`src/sv/irkf_pkg.sv`:
```
// shared types, constants and register codes for the ir ranger kalman filter
`default_nettype none
package irkf_pkg;

  // defaults for top level parameters
  localparam int NumChannelsDef = 6;
  localparam int DistMaxDef     = 65;

  // field widths
  localparam int ChanW   = 3;
  localparam int SampleW = 10;
  localparam int RawW    = 7;
  localparam int DistW   = 8;   // internal distance, holds any DIST_MAX up to 255
  localparam int EstW    = 23;
  localparam int CovW    = 32;
  localparam int ChanCmpW = 5;

  // configuration port
  localparam int CfgIdxW  = 2;
  localparam int CfgDataW = 32;
  localparam logic [CfgIdxW-1:0] REG_PROC_VAR = 2'd0;
  localparam logic [CfgIdxW-1:0] REG_SENS_VAR = 2'd1;
  localparam logic [CfgIdxW-1:0] REG_INIT_COV = 2'd2;

  localparam logic [CovW-1:0] ProcVarRst = 32'd66;
  localparam logic [CovW-1:0] SensVarRst = 32'd65536;
  localparam logic [CovW-1:0] InitCovRst = 32'd65536;

  // distance conversion: round(2662.4/s) = floor((26624 + 5s) / 10s)
  localparam int DistNumW = 15;
  localparam logic [DistNumW-1:0] DistNumOfs = 15'd26624;
  localparam int DistQuotBits = 12;

  // shared divider
  localparam int DivRemW  = 34;
  localparam int DivLowW  = 17;
  localparam int DivDenW  = 33;
  localparam int DivStepW = 5;
  localparam int QuotW    = 17;
  localparam int GainNumW = 49;
  localparam logic [DivStepW-1:0] GainSteps = 5'd17;
  localparam logic [DivStepW-1:0] DistSteps = 5'd12;

  // shared multiply-accumulate
  localparam int MacAW = 17;
  localparam int MacBW = 32;
  localparam int AccW  = 49;
  localparam logic [MacAW-1:0] OneQ16  = 17'd65536;
  localparam logic [AccW-1:0]  HalfQ16 = 49'd32768;
  localparam logic [EstW-1:0]  EstMax  = 23'h7FFFFF;

  typedef struct packed {
    logic                load;
    logic [DivRemW-1:0]  rem;
    logic [DivLowW-1:0]  low;
    logic [DivStepW-1:0] steps;
    logic [DivDenW-1:0]  den;
  } div_req_t;

  typedef struct packed {
    logic             done;
    logic [QuotW-1:0] quot;
  } div_rsp_t;

  typedef struct packed {
    logic             en;
    logic             clear;
    logic [MacAW-1:0] a;
    logic [MacBW-1:0] b;
  } mac_op_t;

  typedef enum logic [3:0] {
    ST_IDLE,
    ST_DIST,
    ST_DDIV,
    ST_PRED,
    ST_DEN,
    ST_GLOAD,
    ST_GDIV,
    ST_MUL1,
    ST_MUL2,
    ST_MUL3,
    ST_FIN
  } state_e;

endpackage
`default_nettype wire

```
`src/sv/irkf_div.sv`:
```
// shared restoring divider, one quotient bit per cycle
`default_nettype none
module irkf_div
  import irkf_pkg::*;
(
  input  wire      clk_i,
  input  wire      rst_ni,
  input  div_req_t req_i,
  output div_rsp_t rsp_o
);

  logic [DivRemW-1:0]  rem_q, rem_d;
  logic [DivLowW-1:0]  low_q, low_d;
  logic [DivStepW-1:0] cnt_q, cnt_d;
  logic [QuotW-1:0]    quot_q, quot_d;
  logic [DivDenW-1:0]  den_q, den_d;
  logic [DivRemW-1:0]  rem_sh;
  logic [DivRemW-1:0]  rem_sub;
  logic                fits;

  always_comb begin
    rem_sh  = {rem_q[DivRemW-2:0], low_q[DivLowW-1]};
    rem_sub = rem_sh - {1'b0, den_q};
    fits    = (rem_sh >= {1'b0, den_q});
    rem_d   = rem_q;
    low_d   = low_q;
    cnt_d   = cnt_q;
    quot_d  = quot_q;
    den_d   = den_q;
    if (req_i.load) begin
      rem_d  = req_i.rem;
      low_d  = req_i.low;
      cnt_d  = req_i.steps;
      quot_d = '0;
      den_d  = req_i.den;
    end else if (cnt_q != '0) begin
      rem_d  = fits ? rem_sub : rem_sh;
      low_d  = {low_q[DivLowW-2:0], 1'b0};
      quot_d = {quot_q[QuotW-2:0], fits};
      cnt_d  = cnt_q - 1'b1;
    end
  end

  always_ff @(posedge clk_i or negedge rst_ni) begin
    if (!rst_ni) begin
      cnt_q <= '0;
    end else begin
      cnt_q <= cnt_d;
    end
  end

  always_ff @(posedge clk_i) begin
    rem_q  <= rem_d;
    low_q  <= low_d;
    quot_q <= quot_d;
    den_q  <= den_d;
  end

  assign rsp_o.done = (cnt_q == '0) && !req_i.load;
  assign rsp_o.quot = quot_q;

endmodule
`default_nettype wire

```
`src/sv/irkf_mac.sv`:
```
// shared multiply-accumulate with q16 rounding offset on clear
`default_nettype none
module irkf_mac
  import irkf_pkg::*;
(
  input  wire            clk_i,
  input  mac_op_t        op_i,
  output logic [AccW-1:0] acc_o
);

  logic [AccW-1:0] acc_q, acc_d;
  logic [AccW-1:0] prod;

  always_comb begin
    prod  = AccW'(op_i.a) * AccW'(op_i.b);
    acc_d = acc_q;
    if (op_i.en) begin
      acc_d = (op_i.clear ? HalfQ16 : acc_q) + prod;
    end
  end

  always_ff @(posedge clk_i) begin
    acc_q <= acc_d;
  end

  assign acc_o = acc_q;

endmodule
`default_nettype wire

```
`src/sv/ir_ranger_kalman_filter.sv`:
```
// six-channel ir ranger distance conversion with per-channel scalar kalman filter
//
//  channel  direction  handshake                  payload
//  in       input      in_valid_i / in_ready_o    channel_i, sample_i
//  out      output     out_valid_o / out_ready_i  out_channel_o, raw_distance_o,
//                                                 filtered_distance_o
//  cfg      input      cfg_valid_i / cfg_ready_o  cfg_index_i, cfg_data_i
//
// for each item the single shared divider computes the distance (skipped on a zero
// sample) and then the gain (skipped when the gain denominator is zero), and the
// shared multiplier makes three passes.
// in_ready_o is high only between items; an item with an unused channel number is
// dropped in the idle state. the finished result sits in an output register, and the
// last step waits there while a previous result is still not transferred.
// reset restores the register defaults, zero estimates and initial covariances.
`default_nettype none
module ir_ranger_kalman_filter
  import irkf_pkg::*;
#(
  parameter int NUM_CHANNELS = NumChannelsDef,
  parameter int DIST_MAX     = DistMaxDef
) (
  input  wire                 clk_i,
  input  wire                 rst_ni,
  input  wire                 in_valid_i,
  output logic                in_ready_o,
  input  wire  [ChanW-1:0]    channel_i,
  input  wire  [SampleW-1:0]  sample_i,
  output logic                out_valid_o,
  input  wire                 out_ready_i,
  output logic [ChanW-1:0]    out_channel_o,
  output logic [RawW-1:0]     raw_distance_o,
  output logic [EstW-1:0]     filtered_distance_o,
  input  wire                 cfg_valid_i,
  output logic                cfg_ready_o,
  input  wire  [CfgIdxW-1:0]  cfg_index_i,
  input  wire  [CfgDataW-1:0] cfg_data_i
);

  localparam int ChIdxW = (NUM_CHANNELS > 1) ? $clog2(NUM_CHANNELS) : 1;

  state_e state_q, state_d;

  logic [CovW-1:0] proc_var_q, sens_var_q;
  logic [EstW-1:0] est_q [NUM_CHANNELS];
  logic [CovW-1:0] cov_q [NUM_CHANNELS];

  logic [ChanW-1:0]   ch_q;
  logic [SampleW-1:0] sample_q;
  logic [DistW-1:0]   raw_q;
  logic [CovW-1:0]    pc_q;
  logic [DivDenW-1:0] den_q;
  logic [QuotW-1:0]   g_q;
  logic               out_valid_q;
  logic [ChanW-1:0]   out_ch_q;
  logic [RawW-1:0]    out_raw_q;
  logic [EstW-1:0]    out_est_q;

  // control from the sequencer
  logic accept, raw_we, pc_we, den_we, g_we, cov_we, fin_we;
  div_req_t div_req;
  div_rsp_t div_rsp;
  mac_op_t  mac_op;
  logic [AccW-1:0] acc;

  // datapath terms
  logic [ChIdxW+ChanW-1:0] ch_wide;
  logic [ChIdxW-1:0]       ch_idx;
  logic                    ch_ok;
  logic [DistNumW-1:0]     dist_num;
  logic [DivDenW-1:0]      dist_den;
  logic [GainNumW-1:0]     gain_num;
  logic [CovW:0]           pc_sum;
  logic [EstW+2:0]         nx_full;
  logic [EstW-1:0]         nx;
  logic                    sample_zero;
  logic                    den_zero;
  logic                    out_free;
  logic [MacAW-1:0]        one_minus_g;

  assign ch_wide  = {{ChIdxW{1'b0}}, ch_q};
  assign ch_idx   = ch_wide[ChIdxW-1:0];
  assign ch_ok    = (ChanCmpW'(channel_i) < ChanCmpW'(NUM_CHANNELS));
  assign dist_num = DistNumOfs + DistNumW'({sample_q, 2'b00}) + DistNumW'(sample_q);
  assign dist_den = DivDenW'({sample_q, 3'b000}) + DivDenW'({sample_q, 1'b0});
  assign gain_num = GainNumW'({pc_q, 16'h0000}) + GainNumW'(den_q[DivDenW-1:1]);
  assign pc_sum   = {1'b0, cov_q[ch_idx]} + {1'b0, proc_var_q};
  assign nx_full  = acc[EstW+18:16];
  assign nx       = (nx_full > (EstW+3)'(EstMax)) ? EstMax : nx_full[EstW-1:0];
  assign sample_zero = (sample_q == '0);
  assign den_zero    = (den_q == '0);
  assign out_free    = !out_valid_q || out_ready_i;
  assign one_minus_g = OneQ16 - g_q;

  // next state
  always_comb begin
    state_d = state_q;
    case (state_q)
      ST_IDLE:  if (in_valid_i && ch_ok) state_d = ST_DIST;
      ST_DIST:  state_d = sample_zero ? ST_PRED : ST_DDIV;
      ST_DDIV:  if (div_rsp.done) state_d = ST_PRED;
      ST_PRED:  state_d = ST_DEN;
      ST_DEN:   state_d = ST_GLOAD;
      ST_GLOAD: state_d = den_zero ? ST_MUL1 : ST_GDIV;
      ST_GDIV:  if (div_rsp.done) state_d = ST_MUL1;
      ST_MUL1:  state_d = ST_MUL2;
      ST_MUL2:  state_d = ST_MUL3;
      ST_MUL3:  state_d = ST_FIN;
      ST_FIN:   if (out_free) state_d = ST_IDLE;
      default:  state_d = ST_IDLE;
    endcase
  end

  // sequencer outputs
  always_comb begin
    in_ready_o = 1'b0;
    accept     = 1'b0;
    raw_we     = 1'b0;
    pc_we      = 1'b0;
    den_we     = 1'b0;
    g_we       = 1'b0;
    cov_we     = 1'b0;
    fin_we     = 1'b0;
    div_req    = '0;
    mac_op     = '0;
    case (state_q)
      ST_IDLE: begin
        in_ready_o = 1'b1;
        accept     = in_valid_i;
      end
      ST_DIST: begin
        if (sample_zero) begin
          raw_we = 1'b1;
        end else begin
          div_req.load  = 1'b1;
          div_req.rem   = DivRemW'(dist_num[DistNumW-1:DistQuotBits]);
          div_req.low   = {dist_num[DistQuotBits-1:0], {(DivLowW-DistQuotBits){1'b0}}};
          div_req.steps = DistSteps;
          div_req.den   = dist_den;
        end
      end
      ST_DDIV:  raw_we = div_rsp.done;
      ST_PRED:  pc_we  = 1'b1;
      ST_DEN:   den_we = 1'b1;
      ST_GLOAD: begin
        if (den_zero) begin
          g_we = 1'b1;
        end else begin
          div_req.load  = 1'b1;
          div_req.rem   = DivRemW'(gain_num[GainNumW-1:DivLowW]);
          div_req.low   = gain_num[DivLowW-1:0];
          div_req.steps = GainSteps;
          div_req.den   = den_q;
        end
      end
      ST_GDIV:  g_we = div_rsp.done;
      ST_MUL1: begin
        mac_op.en    = 1'b1;
        mac_op.clear = 1'b1;
        mac_op.a     = one_minus_g;
        mac_op.b     = pc_q;
      end
      ST_MUL2: begin
        cov_we       = 1'b1;
        mac_op.en    = 1'b1;
        mac_op.clear = 1'b1;
        mac_op.a     = one_minus_g;
        mac_op.b     = MacBW'(est_q[ch_idx]);
      end
      ST_MUL3: begin
        mac_op.en = 1'b1;
        mac_op.a  = g_q;
        mac_op.b  = MacBW'({raw_q, 16'h0000});
      end
      ST_FIN:   fin_we = out_free;
      default: begin
        in_ready_o = 1'b0;
      end
    endcase
  end

  irkf_div u_div (
    .clk_i  (clk_i),
    .rst_ni (rst_ni),
    .req_i  (div_req),
    .rsp_o  (div_rsp)
  );

  irkf_mac u_mac (
    .clk_i (clk_i),
    .op_i  (mac_op),
    .acc_o (acc)
  );

  always_ff @(posedge clk_i or negedge rst_ni) begin
    if (!rst_ni) begin
      state_q <= ST_IDLE;
    end else begin
      state_q <= state_d;
    end
  end

  // configuration registers and per-channel filter state
  always_ff @(posedge clk_i or negedge rst_ni) begin
    if (!rst_ni) begin
      proc_var_q <= ProcVarRst;
      sens_var_q <= SensVarRst;
      for (int i = 0; i < NUM_CHANNELS; i++) begin
        est_q[i] <= '0;
        cov_q[i] <= InitCovRst;
      end
    end else begin
      if (cfg_valid_i) begin
        case (cfg_index_i)
          REG_PROC_VAR: proc_var_q <= cfg_data_i;
          REG_SENS_VAR: sens_var_q <= cfg_data_i;
          REG_INIT_COV: begin
            for (int i = 0; i < NUM_CHANNELS; i++) begin
              cov_q[i] <= cfg_data_i;
            end
          end
          default: ;
        endcase
      end
      if (cov_we) begin
        cov_q[ch_idx] <= acc[CovW+15:16];
      end
      if (fin_we) begin
        est_q[ch_idx] <= nx;
      end
    end
  end

  // working registers of the current item
  always_ff @(posedge clk_i) begin
    if (accept) begin
      ch_q     <= channel_i;
      sample_q <= sample_i;
    end
    if (raw_we) begin
      if (sample_zero || (div_rsp.quot[DistQuotBits-1:0] > DistQuotBits'(DIST_MAX))) begin
        raw_q <= DistW'(DIST_MAX);
      end else begin
        raw_q <= div_rsp.quot[DistW-1:0];
      end
    end
    if (pc_we) begin
      pc_q <= pc_sum[CovW] ? {CovW{1'b1}} : pc_sum[CovW-1:0];
    end
    if (den_we) begin
      den_q <= {1'b0, pc_q} + {1'b0, sens_var_q};
    end
    if (g_we) begin
      g_q <= den_zero ? '0 : div_rsp.quot;
    end
    if (fin_we) begin
      out_ch_q  <= ch_q;
      out_raw_q <= raw_q[RawW-1:0];
      out_est_q <= nx;
    end
  end

  // output register, one result waiting for transfer
  always_ff @(posedge clk_i or negedge rst_ni) begin
    if (!rst_ni) begin
      out_valid_q <= 1'b0;
    end else if (fin_we) begin
      out_valid_q <= 1'b1;
    end else if (out_ready_i) begin
      out_valid_q <= 1'b0;
    end
  end

  assign cfg_ready_o         = 1'b1;
  assign out_valid_o         = out_valid_q;
  assign out_channel_o       = out_ch_q;
  assign raw_distance_o      = out_raw_q;
  assign filtered_distance_o = out_est_q;

endmodule
`default_nettype wire

```
`config.mk`:
```
export PLATFORM = sky130hd
export DESIGN_NAME = ir_ranger_kalman_filter
export DESIGN_NICKNAME = d
export VERILOG_FILES = /design/src/sv/irkf_pkg.sv /design/src/sv/irkf_div.sv /design/src/sv/irkf_mac.sv /design/src/sv/ir_ranger_kalman_filter.sv
export SDC_FILE = /design/constraint.sdc
export NUM_CORES = 2
export LEC_CHECK = 0
export BUFFER_PORTS_ARGS = -buffer_cell sky130_fd_sc_hd__buf_2
export CORE_UTILIZATION = 40
export DETAILED_ROUTE_END_ITERATION = 12
export GPL_TIMING_DRIVEN = 0
export PLACE_DENSITY = 0.61
export SLEW_MARGIN = 10
export SYNTH_ARGS = -nofsm -noshare
export SYNTH_HDL_FRONTEND = slang
export SYNTH_HIERARCHICAL = 1
export SYNTH_SLANG_ARGS = --single-unit
```
`constraint.sdc`:
```
create_clock -name clk_i -period 11.9 [get_ports clk_i]
set_clock_uncertainty 0.05 [all_clocks]
set_input_delay 0 -clock clk_i [delete_from_list [all_inputs] [get_ports clk_i]]
set_output_delay 0 -clock clk_i [all_outputs]
set_load 0.02 [all_outputs]
```
Word level (Yosys, flattened, before mapping)
Index checks and enable logic that the tools add are counted.
{"block": "classes", "n_addsub": 10, "multipliers": 1, "div": 0, "magnitude_cmp": 6, "n_eq_ne": 16, "shifts": 0, "n_mux": 49, "bitwise_logic": 1, "reduce_logical": 20}
{"operator": "192-bit two-way mux", "count": 3}
{"operator": "192-bit bitwise mux", "count": 1}
{"operator": "90-bit two-way mux", "count": 2}
{"operator": "90-bit case mux with 2 select lines", "count": 1}
{"operator": "49-bit case mux with 3 select lines", "count": 1}
{"operator": "138-bit bitwise mux", "count": 1}
{"operator": "33-bit two-way mux", "count": 3}
{"operator": "32-bit binary-select mux with 3-bit select", "count": 1}
{"operator": "32-bit demux with 3-bit select", "count": 1}
{"operator": "32-bit two-way mux", "count": 3}
{"operator": "23-bit two-way mux", "count": 4}
{"operator": "23-bit binary-select mux with 3-bit select", "count": 1}
{"operator": "23-bit demux with 3-bit select", "count": 1}
{"operator": "32-bit by 32-bit adder with 33-bit output", "count": 2}
{"operator": "48-bit by 32-bit adder with 49-bit output", "count": 1}
{"operator": "49-bit adder", "count": 1}
{"operator": "17-bit by 32-bit multiplier with 49-bit output", "count": 1}
{"operator": "49-bit two-way mux", "count": 1}
{"operator": "4-bit case mux with 11 select lines", "count": 1}
{"operator": "34-bit by 33-bit >= comparator with 1-bit output", "count": 1}
{"operator": "17-bit two-way mux", "count": 2}
{"operator": "33-bit logical NOT", "count": 1}
{"operator": "33-bit subtractor", "count": 1}
{"operator": "26-bit by 23-bit greater-than comparator with 1-bit output, second input constant", "count": 1}
{"operator": "34 further kinds", "count": 67}
{"block": "word_totals", "ff_bits": 689, "latch_bits": 0, "ramBits": 0, "mem_bits_ro": 0, "inputBits": 52, "output_inout_bits": 36, "elab_cells": 134, "memories": 0}

Depth between registers and ports, before layout
{"block": "logic_depth", "depth_word": 8, "ltp_mapped": 33, "mapped_depth_nobuf": 31}

Cells and area by module
Netlist, hierarchy kept.
{"mod": "ir_ranger_kalman_filter", "n_inst": 1, "cells_per_inst": 3002, "area_each_um2": 28023.1, "seq_area_each_um2": 14079.8}
{"mod": "irkf_mac", "n_inst": 1, "cells_per_inst": 2237, "area_each_um2": 20164.3, "seq_area_each_um2": 1471.4}
{"mod": "irkf_div", "n_inst": 1, "cells_per_inst": 624, "area_each_um2": 6274.8, "seq_area_each_um2": 2957.8}

Least setup slack after synthesis
No wires, ideal clock.
{"block": "synth_timing", "path_kind": "register to register", "from": "register ch_q[1], in the netlist ch_idx[1]", "to": "register u_mac.acc_q[44], in the netlist u_mac/acc_o[44] (data pin)", "setup_time_ns": 0.269, "t_arrival_ns": 7.664, "t_required_ns": 11.581, "setup_slack_ns": 3.917, "stages_incl_launch_ff": 33, "n_path_buf": 4, "cell_sequence": "edfxtp_1 > clkbuf_1 > nor2b_1 > and2_1 > clkbuf_1 > buf_1 > a22oi_1 > nand2_1 > a221oi_1 > o21ai_0 > clkbuf_1 > nand2_1 > fa_1 > inv_1 > fa_1 > inv_1 > fa_1 > inv_1 > fa_1 > fa_1 > inv_1 > fa_1 > inv_1 > ha_1 > a21o_1 > a21o_1 > a211o_1 > o21ai_2 > o31a_4 > nor2_2 > o31ai_2 > o31ai_1 > xor2_1"}
{"item": "from (decl)", "line": "ir_ranger_kalman_filter.sv:48", "source": "logic [ChanW-1:0] ch_q;"}
{"item": "from (signal assigned)", "line": "ir_ranger_kalman_filter.sv:237", "source": "ch_q <= channel_i;"}
{"item": "to (signal assigned)", "line": "irkf_mac.sv:23", "source": "acc_q <= acc_d;"}
{"item": "to (decl)", "line": "irkf_mac.sv:11", "source": "logic [AccW-1:0] acc_q, acc_d;"}

==> flow_summary_export.csv <==
group,metric,value,unit
global_route,antenna_found_initial,10,
sta,relSlewSlack,22.5,%
setup_path,r2r_cells,28,
place,io_buffers,86,
setup_path,start_kind,"flop",
global_route,grt_max_degree,106,
cells_and_area,final_area,0.0607,mm²
route,drt_iter0_drc,5203,
sta,fin_crit,11.05,ns
cts,cts.sinks,688,
pwr,combPwrFrac,49.8,%
setup_path,rr_startpoint,"ch_idx[0]$_DFFE_PP_",
worst_hold_path,hold_path_depth,3,
worst_hold_path,worstHoldStart,"cfg_valid_i",
pwr,internal_power,7.47,mW
synth,ys.warnings.count,6,
cts,clock_latency,0.69,ns
sta,setup-tns-final,0,ns
sta,worst_slew_pin_slew,1.16,ns
setup_path,path_class,"reg2reg",
setup_path,r2r_slack,0.85,ns
setup_path,cp_slowest_stage_delay,0.58,ns
cts,cts-buffers-inserted,80,
setup_path,cp.required,12.26,ns
floorplan,die_width,371,µm
place,gp_congestion,0.960,
cells_and_area,nets,6900,
setup_path,crit_family,"adder cells",
cts,cts_setup_buffers,0,
global_route,track_usage,27.3,%
cts,cts_root_buffer,"clkbuf_16",
global_route,first_global_vias,44500,
route,ant_nets,0,
global_route,grt_pass1_wl,282000,µm
pwr,leakagePower,26.8,nW
pwr,p_total,13.5,mW
floorplan,core-area,0.134,mm²
route,vias,45000,
cts,cts_tree,"yes",
pwr,power_density,222,mW/mm²
setup_path,r2r-end,"u_mac/acc_o[47]$_DFFE_PP_",
floorplan,die_area,0.137,mm²
floorplan,start_util,40.5,%
sta,rsz0062_at_grt,"false",
cells_and_area,nFillCells,13100,
worst_hold_path,hold_path.class,"in2reg",
pwr,pwr-share-seq,31.3,%
route,routedWlPerCell,23.4,µm
cts,clk_pin_slew,0.06,ns
outcome,status,"finished, final reports clean",
route,routed_wl,186000,µm
pwr,power_switching,5.99,mW
route,drc_errors,0,
cells_and_area,post-route-util,45.3,%
floorplan,die_h,371,µm
worst_hold_path,hold_end,"sens_var_q[0]$_DFFE_PN0P_",
sta,holdWs,0.0863,ns
sta,fmax,90.5,MHz
synth,netlist_area,0.0543,mm²
setup_path,cp_max_fo,10,
floorplan,std_cell_rows,134,
cts,clockBufferDepth,3,
pwr,p_clk_share,18.9,%
synth,syn_area_per_cell,9.29,µm²
setup_path,cp-end-kind,"flop",
cells_and_area,layout-drive-gt1-share,7.05,%
sta,finalHoldViolCount,0,
cts,htree_levels,3,
setup_path,crit_top_cell,"fa_1",
setup_path,crit_slowest_cell,"clkbuf_1",
setup_path,cp_num_buf_inv,7,
pwr,swShare,44.5,%
global_route,grt_remaining_overflow,0,
floorplan,num_io_pins,88,
flow_run,cap_violations,0,
setup_path,critPathArrivalTime,11.40,ns
route,drt-pass1-iter-count,6,
sta,finalMaxSlewViolations,0,
route,viasPerCell,5.66,
place,dpl_cell_area,0.0573,mm²
pwr,worst_ir_drop_vdd,0.000124,V
cells_and_area,area_delta_synth_final,11.8,%
sta,min_period_over_period,92.8,%
place,dp_hpwl,143000,µm
sta,setup_viol,0,
synth,syn_inst,5852,
[routing by layer]
| layer | up-vias | routed length (µm) | global-route usage (%) |
|---|---|---|---|
| met5 | - | 23 | 0 |
| met3 | 382 | 18400 | 6.00 |
| met4 | 4 | 9430 | 13.0 |
| met1 | 22500 | 79000 | 38.4 |
| met2 | 2140 | 78800 | 39.9 |
| li1 | 19900 | - | - |
[worst register-to-register path: cells and delay by family (launching register included)]
kind / cells / cell delay [ns]
adders and majority gates: 7 / 3.51
and+or+nand+nor: 9 / 3.04
buffers and inverters: 7 / 2.10
AOI/OAI and AO/OA: 4 / 1.43
DFF: 1 / 0.45
xor gates and xnor gates: 1 / 0.16
[stage by stage]
step                      cells  setup slack [ns]
after CTS                  7942             0.992
after global placement     7708            0.0289
after floorplan            5854              3.99
after global routing       7943             0.363
final                      7945             0.853
after detailed placement   7727              1.06
[sequential cells by signal, indices dropped and copies added (netlist names), 5 cells and up]
register,flops
pc_q,32
sample_q,10
u_div/den_q,33
raw_q,8
proc_var_q,32
u_mac/acc_o,48
est_q,138
raw_distance_o,7
filtered_distance_o,23
u_div/rem_q,33
g_q,17
cov_q,192
u_div/quot_q,17
u_div/low_q,17
u_div/cnt_q,5
den_q,33
sens_var_q,32
[cell usage in the layout (no fill, tap or decap), types with 50 or more instances in the layout]
master	count
a21o_1	78
buf_2	96
a21oi_1	409
and2_1	282
ha_1	240
a22oi_1	149
edfxtp_1	267
nand2b_1	55
nand3_1	78
xor2_1	63
xnor2_1	74
o21ai_0	435
nand2_1	954
clkbuf_16	81
nor2_1	189
mux2_2	104
nor2b_1	50
inv_1	698
dfrtp_1	395
clkbuf_1	301
dlygate4sd3_1	64
fa_1	502
[worst max path at each step]
stage | from | depth (start not counted) | to | slack, ns
3_3_place_gp | ch_idx[0]$_DFFE_PP_ | 28 | u_mac/acc_o[45]$_DFFE_PP_ | 0.03
5_1_grt | ch_idx[1]$_DFFE_PP_ | 30 | u_mac/acc_o[47]$_DFFE_PP_ | 0.36
6_report | ch_idx[0]$_DFFE_PP_ | 28 | u_mac/acc_o[47]$_DFFE_PP_ | 0.85
3_5_place_dp | ch_idx[0]$_DFFE_PP_ | 28 | u_mac/acc_o[45]$_DFFE_PP_ | 1.06
2_1_floorplan | ch_idx[1]$_DFFE_PP_ | 32 | u_mac/acc_o[44]$_DFFE_PP_ | 3.99
4_1_cts | ch_idx[1]$_DFFE_PP_ | 29 | u_mac/acc_o[45]$_DFFE_PP_ | 0.99
[power by group through the flow]
stage | Combinational (mW) | Sequential (mW) | Clock, mW
floorplan | 4.76 | 3.92 | 0
detailed placement | 6.56 | 4.23 | 0
global placement | 6.43 | 4.23 | 0
finish | 6.71 | 4.21 | 2.54
global route | 7.47 | 4.28 | 2.67
CTS | 6.64 | 4.19 | 2.58
[layout make-up]
cell class              instances  area, µm²  share of cell area (%)
well taps                    1768       2210                    3.64
diodes                          3       7.51                  0.0124
clock inverters                34        447                   0.735
clock buffers                 116       2270                    3.74
multi-input cells            4135      32000                    52.7
flip-flops and latches        688      18500                    30.4
repair buffers                170       1380                    2.26
plain buffers                 330       1300                    2.14
inverters                     701       2630                    4.33
[what timing repair did]
item,in CTS,in global routing
resized for setup,0,0
hold buffers,65,0
endpoints found under the hold margin,526,0
endpoints found under the setup margin,0,0
(Power assumes the default switching activity.)
